**src/design/gwbr_pkg.sv**
```systemverilog
`timescale 1ns / 1ps

package gwbr_pkg;

    localparam int WINDOW_DEPTH_DEF = 64;
    localparam int SAMPLE_BITS_DEF  = 16;

    // per-transaction control from the sequencer to each axis
    typedef struct packed {
        logic write;   // sample enters the ring and the running sum
        logic warmup;  // ring not yet full: nothing leaves the sum
        logic load;    // result register takes a new value
    } ctrl_t;

endpackage

```
**src/design/gyro_window_bias_removal.sv**
```systemverilog
`timescale 1ns / 1ps

// Gyro bias removal over a moving window. Each axis keeps the last WINDOW_DEPTH
// samples in a ring memory and a running sum; the bias is the sum shifted right
// by log2(WINDOW_DEPTH), rounding toward minus infinity. The first WINDOW_DEPTH
// transactions after reset only fill the ring and produce no result; every later
// one produces rate minus bias, with the bias taken before this sample enters.
// After warm-up, a sample updates the window only when update_allowed is high.
// WINDOW_DEPTH must be a power of two. One transaction is accepted per cycle when
// the output is not stalled; a result enters the output register in the cycle
// after acceptance. The ring read is prefetched one position ahead, so the oldest
// entry is ready for the sum update. No clearing pass: warm-up fills the ring first.
module gyro_window_bias_removal #(
    parameter int WINDOW_DEPTH = gwbr_pkg::WINDOW_DEPTH_DEF,
    parameter int SAMPLE_BITS  = gwbr_pkg::SAMPLE_BITS_DEF
) (
    input  logic                          aclk,
    input  logic                          aresetn,
    input  logic                          s_valid,
    output logic                          s_ready,
    input  logic signed [SAMPLE_BITS-1:0] s_rate_x_in,
    input  logic signed [SAMPLE_BITS-1:0] s_rate_y_in,
    input  logic signed [SAMPLE_BITS-1:0] s_rate_z_in,
    input  logic                          s_update_allowed,
    output logic                          m_valid,
    input  logic                          m_ready,
    output logic signed [SAMPLE_BITS:0]   m_rate_x_out,
    output logic signed [SAMPLE_BITS:0]   m_rate_y_out,
    output logic signed [SAMPLE_BITS:0]   m_rate_z_out
);

    localparam int ADDR_W = $clog2(WINDOW_DEPTH);
    localparam int CNT_W  = ADDR_W + 1;

    gwbr_pkg::ctrl_t   ctrl;
    logic              accept;
    logic              warmup;
    logic [ADDR_W-1:0] pos_reg;
    logic [ADDR_W-1:0] pos_next;
    logic [CNT_W-1:0]  warm_cnt_reg;
    logic [CNT_W-1:0]  warm_cnt_next;
    logic              m_valid_reg;
    logic              m_valid_next;

    assign s_ready = !m_valid_reg || m_ready;
    assign accept  = s_valid && s_ready;
    assign warmup  = warm_cnt_reg != CNT_W'(WINDOW_DEPTH);

    always_comb begin
        ctrl.write    = accept && (warmup || s_update_allowed);
        ctrl.warmup   = warmup;
        ctrl.load     = accept && !warmup;
        pos_next      = ctrl.write ? pos_reg + 1'b1 : pos_reg;
        warm_cnt_next = (accept && warmup) ? warm_cnt_reg + 1'b1 : warm_cnt_reg;
        if (ctrl.load) begin
            m_valid_next = 1'b1;
        end else if (m_ready) begin
            m_valid_next = 1'b0;
        end else begin
            m_valid_next = m_valid_reg;
        end
    end

    always_ff @(posedge aclk) begin
        if (!aresetn) begin
            pos_reg      <= '0;
            warm_cnt_reg <= '0;
            m_valid_reg  <= 1'b0;
        end else begin
            pos_reg      <= pos_next;
            warm_cnt_reg <= warm_cnt_next;
            m_valid_reg  <= m_valid_next;
        end
    end

    assign m_valid = m_valid_reg;

    gwbr_axis #(
        .WINDOW_DEPTH (WINDOW_DEPTH),
        .SAMPLE_BITS  (SAMPLE_BITS),
        .ADDR_W       (ADDR_W)
    ) u_axis_x (
        .aclk     (aclk),
        .aresetn  (aresetn),
        .ctrl     (ctrl),
        .wr_addr  (pos_reg),
        .rd_addr  (pos_next),
        .sample   (s_rate_x_in),
        .rate_out (m_rate_x_out)
    );

    gwbr_axis #(
        .WINDOW_DEPTH (WINDOW_DEPTH),
        .SAMPLE_BITS  (SAMPLE_BITS),
        .ADDR_W       (ADDR_W)
    ) u_axis_y (
        .aclk     (aclk),
        .aresetn  (aresetn),
        .ctrl     (ctrl),
        .wr_addr  (pos_reg),
        .rd_addr  (pos_next),
        .sample   (s_rate_y_in),
        .rate_out (m_rate_y_out)
    );

    gwbr_axis #(
        .WINDOW_DEPTH (WINDOW_DEPTH),
        .SAMPLE_BITS  (SAMPLE_BITS),
        .ADDR_W       (ADDR_W)
    ) u_axis_z (
        .aclk     (aclk),
        .aresetn  (aresetn),
        .ctrl     (ctrl),
        .wr_addr  (pos_reg),
        .rd_addr  (pos_next),
        .sample   (s_rate_z_in),
        .rate_out (m_rate_z_out)
    );

endmodule

```
**src/design/gwbr_axis.sv**
```systemverilog
`timescale 1ns / 1ps

module gwbr_axis #(
    parameter int WINDOW_DEPTH = gwbr_pkg::WINDOW_DEPTH_DEF,
    parameter int SAMPLE_BITS  = gwbr_pkg::SAMPLE_BITS_DEF,
    parameter int ADDR_W       = $clog2(WINDOW_DEPTH)
) (
    input  logic                          aclk,
    input  logic                          aresetn,
    input  gwbr_pkg::ctrl_t               ctrl,
    input  logic [ADDR_W-1:0]             wr_addr,
    input  logic [ADDR_W-1:0]             rd_addr,
    input  logic signed [SAMPLE_BITS-1:0] sample,
    output logic signed [SAMPLE_BITS:0]   rate_out
);

    localparam int SUM_W = SAMPLE_BITS + ADDR_W;

    logic [SAMPLE_BITS-1:0]       window_mem [WINDOW_DEPTH];
    logic signed [SAMPLE_BITS-1:0] oldest_reg;
    logic signed [SUM_W-1:0]      sum_reg;
    logic signed [SUM_W-1:0]      sum_next;
    logic signed [SUM_W-1:0]      leaving;
    logic signed [SAMPLE_BITS-1:0] bias;
    logic signed [SAMPLE_BITS:0]  diff;
    logic signed [SAMPLE_BITS:0]  rate_out_reg;

    // the read port looks one step ahead, so the oldest entry is ready when needed
    always_ff @(posedge aclk) begin
        if (ctrl.write) begin
            window_mem[wr_addr] <= sample;
        end
        oldest_reg <= window_mem[rd_addr];
    end

    always_comb begin
        leaving  = ctrl.warmup ? '0 : SUM_W'(oldest_reg);
        sum_next = sum_reg + SUM_W'(sample) - leaving;
        // floor division by the depth is the top bits of the sum
        bias     = sum_reg[SUM_W-1:ADDR_W];
        diff     = (SAMPLE_BITS+1)'(sample) - (SAMPLE_BITS+1)'(bias);
    end

    always_ff @(posedge aclk) begin
        if (!aresetn) begin
            sum_reg <= '0;
        end else if (ctrl.write) begin
            sum_reg <= sum_next;
        end
    end

    always_ff @(posedge aclk) begin
        if (ctrl.load) begin
            rate_out_reg <= diff;
        end
    end

    assign rate_out = rate_out_reg;

endmodule

```
**config.mk**
```make
export PLATFORM = sky130hd
export DESIGN_NAME = gyro_window_bias_removal
export DESIGN_NICKNAME = d
export VERILOG_FILES = /design/src/design/gwbr_pkg.sv /design/src/design/gyro_window_bias_removal.sv /design/src/design/gwbr_axis.sv
export SDC_FILE = /design/constraint.sdc
export NUM_CORES = 2
export LEC_CHECK = 0
export BUFFER_PORTS_ARGS = -buffer_cell sky130_fd_sc_hd__buf_2
export CAP_MARGIN = 40
export CELL_PAD_IN_SITES_DETAIL_PLACEMENT = 2
export CELL_PAD_IN_SITES_GLOBAL_PLACEMENT = 2
export CORE_AREA = 8 8 613 615
export CTS_BUF_LIST = sky130_fd_sc_hd__clkbuf_4 sky130_fd_sc_hd__clkbuf_8
export DETAILED_ROUTE_END_ITERATION = 8
export DIE_AREA = 0 0 621 623
export PLACE_DENSITY = 0.59
export SLEW_MARGIN = 20
export SYNTH_ARGS = -nofsm -noshare
export SYNTH_HDL_FRONTEND = slang
export SYNTH_HIERARCHICAL = 1
export SYNTH_SLANG_ARGS = --single-unit
```
**constraint.sdc**
```tcl
create_clock -name aclk -period 4.5 [get_ports aclk]
set_input_delay 0.225 -clock aclk [delete_from_list [all_inputs] [get_ports aclk]]
set_output_delay 0.225 -clock aclk [all_outputs]
set_load 0.01 [all_outputs]
```
; After elaboration in Yosys (flattened, before gate mapping)
; Memories as Yosys holds them, arrays and structs flattened. A register that Yosys moved wholly into a read port is not among the register bits.
; Index checks and enable logic that the tools add are counted.
[word_totals]
regBits = 131
memories = 3
input_bits = 53
output_inout_bits = 53
mem_bits_rw = 3072
[mem_list]
columns = name, words, width, read_ports, rd_clocked_by_memory_dff, write_ports, line_no
row1 = u_axis_x.window_mem, 64, 16, 1, 1, 1, gwbr_axis.sv:19  ; logic [SAMPLE_BITS-1:0] window_mem [WINDOW_DEPTH];
row2 = u_axis_y.window_mem, 64, 16, 1, 1, 1, gwbr_axis.sv:19
row3 = u_axis_z.window_mem, 64, 16, 1, 1, 1, gwbr_axis.sv:19
[op_classes]
n_eq_ne = 1
n_reduce_logical = 9
n_mux = 8
add_sub_neg = 11
[ops]
columns = cell, n
row1 = adder 22 x 16 -> 22 bit, 3
row2 = two-way mux 22 bit, 3
row3 = subtractor 22 bit, 3
row4 = subtractor 16 x 16 -> 17 bit, 3
row5 = "adder 7 x 1 -> 7 bit, second input constant", 1
row6 = "!= test 7 bit, second input constant", 1
row7 = "adder 6 x 1 -> 6 bit, second input constant", 1
row8 = two-way mux 6 bit, 1
row9 = logical AND 1 bit, 4
row10 = two-way mux 1 bit, 4
row11 = logical NOT 1 bit, 2
row12 = logical OR 1 bit, 2
row13 = nonzero test 2 bit, 1

; Logic depth before layout (Yosys ltp)
[depth]
depth_word = 6
depth_mapped = 18
mapped_depth_nobuf = 18

; Modules after synthesis
; The synthesis kept the hierarchy.
[modules_own_cells]
columns = mod, cells_each, instances, area_each_um2
row1 = gwbr_axis at u_axis_y, 2080, 1, 43519.2
row2 = gwbr_axis at u_axis_z, 2105, 1, 43493.0
row3 = gwbr_axis at u_axis_x, 2082, 1, 43454.2
row4 = gyro_window_bias_removal, 87, 1, 790.8

; Worst setup path after synthesis
; Ideal clock, no wire load.
[synth_path]
path_type = register to register
startpoint = register warm_cnt_reg[2]
endpoint = register u_axis_y.sum_reg[21]
required_ns = 4.382
t_arrival_ns = 3.975
path_slack_ns = 0.407
path_buffers = 1
stages_incl_launch_ff = 17
path_cell_list = dfxtp_1 or4b_4 nor2_1 inv_1 nand2b_1 inv_1 fa_1 inv_1 ha_1 clkbuf_1 o21a_1 or4_1 o211ai_1 o21ai_0 o21ba_2 mux2_2 mux2i_1
[synth_rtl]
columns = element, line_no
row1 = "start, declared", gyro_window_bias_removal.sv:40  ; logic [CNT_W-1:0] warm_cnt_reg;
row2 = "start signal, assigned", gyro_window_bias_removal.sv:71  ; warm_cnt_reg <= warm_cnt_next;
row3 = "end signal, assigned", gwbr_axis.sv:48  ; sum_reg <= sum_next;
row4 = "end, declared", gwbr_axis.sv:21  ; logic signed [SUM_W-1:0] sum_reg;

==> results.yml <==
hold_path:
  hold_path.class: "input pin to register"
  min_to: "u_axis_x/rate_out[15]"
  min_from: "s_rate_x_in[15]"
  hold_depth: 4
global_routing:
  globalRouteOverflowTotal: 0
  grt_pass1_wl_microns: 561000
  grt_usage_pct: 19.9
  grt_max_degree: 67
  antenna_found_initial: 22
  grt_pass1_vias: 74700
power_and_ir_drop:
  p_clk_share_pct: 37.3
  p_sw_mw: 19.2
  total_power_mw: 72.6
  switching_share_pct: 26.5
  power_density_nw_per_um2: 474
  seq_power_share_pct: 46.7
  intPower_mw: 53.4
  leakage_nw: 49.2
  vdd_drop_max_mv: 0.264
  pwr-share-comb_pct: 16.0
critical_path:
  crit_chain: "or4b_4, nor2_1, inv_2, buf_12, nor2b_1, ha_1, inv_1, ha_1, inv_1, fa_1, nand2b_1, a211oi_2, o211ai_1, a21oi_2, a31oi_1, or4_1, nand3_1"
  path_class: "register to register"
  r2r_slack_ps: 230
  slowest_delay_ps: 550
  cp.arrival_ps: 5300
  critical_path.slowest_cell: "or4b_4"
  reg2regPathDepth: 17
  regToRegStartpoint: "warm_cnt_reg[2]"
  r2r-end: "u_axis_x/sum_reg[18]"
  end_kind: "register"
  critPathMaxFanout: 11
  start_kind: "register"
  cp.required_ps: 5530
sta:
  clock.fmax_ghz: 0.234
  finalHoldViolations: 0
  setup_viol: 0
  fin_crit_ps: 4270
  post-route-period-util_pct: 94.9
  fin_worst_skew_ps: 74.5
  fin_setup_tns_ps: 0
  slew_headroom_pct: 39.8
  tightest_slew_ps: 903
  drv_slew: 0
  rsz0062_at_grt: "true"
placement:
  place.gp.congestion: 0.758
  dpl.hpwl_microns: 238000
  placed_area_sq_um: 141000
  portBuffers: 105
detailed_routing:
  drtPass1Iterations: 5
  vias: 67600
  drtIter0Drc: 5543
  avgRoutedWirePerCell_microns: 31.5
  drc_errors: 0
  wl_microns: 396000
  vias_per_cell: 5.39
  postRouteAntennaNets: 0
synth:
  synth-simple-area-share_pct: 2.97
  synthArstFlopShare_pct: 0
  synth_top_family_by_area: "multiplexers"
  ys_ff_latch: 3251
  syn_nets: 6593
  synth_compound_area_share_pct: 2.16
  synth-adder-area-share_pct: 2.15
  synthCells: 6354
  yosysWarningCount: 6
  synth_flop_cell: "edfxtp_1"
  synth_top_cell_by_area: "edfxtp_1"
  synth_edf_count: 3123
  synth_top_cell_area_share_pct: 71.4
  postSynthAreaPerCell_sq_um: 20.7
  ys_seq_area_share_pct: 73.4
  ys_types: 84
  synth-xor-area-share_pct: 0.494
  synth.mux.area_fraction_pct: 17.0
  netlist_area_sq_um: 131000
  synth_area_leaders: "edfxtp_1 (71%), mux4_2 (16%), dfxtp_1 (2.0%), ha_1 (1.1%), fa_1 (1.0%)"
clock_tree:
  htree_levels: 6
  clockBufferDepth: 4
  cts-root-buf: "clkbuf_8"
  clkLatencyLatePin_ps: 1160
  cts_tree: "done"
  numCtsBuffers: 570
  cts.sinks: 3251
  clk_pin_slew_ps: 60
  postCtsSetupRepairBufs: 0
finish:
  finish.utilization_pct: 41.8
  nFillCells: 34100
  final_area_sq_um: 153000
  drive_above_1_share_pct: 34.0
  reg_top3: "u_axis_x/window_mem: 1024 flops, u_axis_y/window_mem: 1024 flops, u_axis_z/window_mem: 1024 flops"
  nets: 7509
  areaGrowthSynthToFinish_pct: 16.7
die:
  die_x_microns: 621
  die_area_sq_um: 387000
  core_sq_um: 367000
  die-height_microns: 623
  fp-row-count: 223
  ios: 106
  initial_utilization_pct: 35.8
job:
  drv_cap: 0
run_status:
  status: "finished, final reports clean"
==> routing by layer <==
metal	wire length [microns]	up-vias	global-route usage (%)
met2	201000	1813	34.6
met4	8780	8	4.91
met5	50	-	0
met3	17900	521	2.65
li1	-	27900	-
met1	168000	37400	26.4
==> timing repair <==
item | CTS | global route
endpoints found under the setup margin | 0 | 7
hold endpoints to repair | 2902 | 0
gates resized for setup | 0 | 5
hold buffers | 58 | 0
==> worst max path at each step <==
stage | startpoint | slack, ps | endpoint | depth (start not counted)
finish | warm_cnt_reg[2] | 230 | u_axis_x/sum_reg[18] | 17
global route | warm_cnt_reg[2] | -60 | u_axis_x/sum_reg[18] | 17
detailed placement | warm_cnt_reg[2] | 180 | u_axis_x/sum_reg[18] | 17
floorplan | warm_cnt_reg[2] | 410 | u_axis_y/sum_reg[21] | 16
CTS | warm_cnt_reg[2] | 60 | u_axis_x/sum_reg[18] | 17
global placement | warm_cnt_reg[2] | 190 | u_axis_y/sum_reg[21] | 16
==> synth_stat cells (20+ instances only) <==
master,number
a211oi_1,26
a21o_1,29
a21oi_1,106
a31oi_1,24
buf_1,39
buf_2,68
buf_4,24
clkbuf_1,145
dfxtp_1,128
edfxtp_1,3123
fa_1,66
ha_1,120
inv_1,274
mux2i_1,71
mux4_2,950
nand2_1,166
nand2b_1,30
nand3_1,55
nand3b_1,20
nand4_1,29
nor2_1,278
nor2b_1,116
nor3_1,32
o211ai_1,22
o21a_1,22
o21ai_0,78
o22ai_1,25
xnor2_1,55
==> power by group through the flow <==
stage	Combinational [mW]	Sequential (mW)	Clock [mW]
6_report	11.6	33.9	27.1
5_1_grt	12.6	33.9	29.1
4_1_cts	11.8	33.9	27.9
3_5_place_dp	11.6	34.5	0
3_3_place_gp	11.4	34.5	0
2_1_floorplan	7.57	34.4	0
==> layout make-up <==
cell class	instances	area, sq um	share of cell area (%)
Sequential cell	3251	96300	62.9
Multi-Input combinational cell	2534	32900	21.5
Clock buffer	805	9800	6.40
Tap cell	4837	6050	3.95
Timing Repair Buffer	638	5590	3.65
Clock inverter	199	1320	0.859
Inverter	275	1030	0.676
Antenna cell	21	52.6	0.0343
==> cell families after synthesis <==
| family | Yosys count |
|---|---|
| AND/OR/NAND/NOR | 804 |
| flip-flops | 3251 |
| AO/OA/AOI/OAI | 435 |
| adder cells (fa/ha/maj) | 186 |
| XOR/XNOR | 74 |
| buffers and inverters | 569 |
| multiplexers | 1035 |
==> metrics by stage <==
stage	worst slack (ps)	hold slack, ps	instances
2_1_floorplan	407	324	6354
3_3_place_gp	188	441	11500
3_5_place_dp	175	454	11500
4_1_cts	59.7	5.22	12500
5_1_grt	-55.5	44.9	12600
6_report	230	79.4	12600
==> cell usage in the layout, fill, tap and decap left out, types with 106 or more instances in the layout <==
cell type     n
ha_1        120
mux4_2      950
dfxtp_1     126
clkinv_1    106
nor2_2      123
nand2_1     165
edfxtp_1   3123
nor2b_1     116
nor2_1      155
clkbuf_8    600
inv_1       272
clkbuf_4    205
buf_4       404
==> critical path: cells and delay by family (launching register included) <==
| kind | cells | cell delay, ps |
|---|---|---|
| AOI/OAI and AO/OA | 4 | 790 |
| adders and majority gates | 3 | 900 |
| buffers and inverters | 4 | 430 |
| DFF | 1 | 310 |
| and+or+nand+nor | 6 | 1690 |
Power figures use the tool's default switching activity.
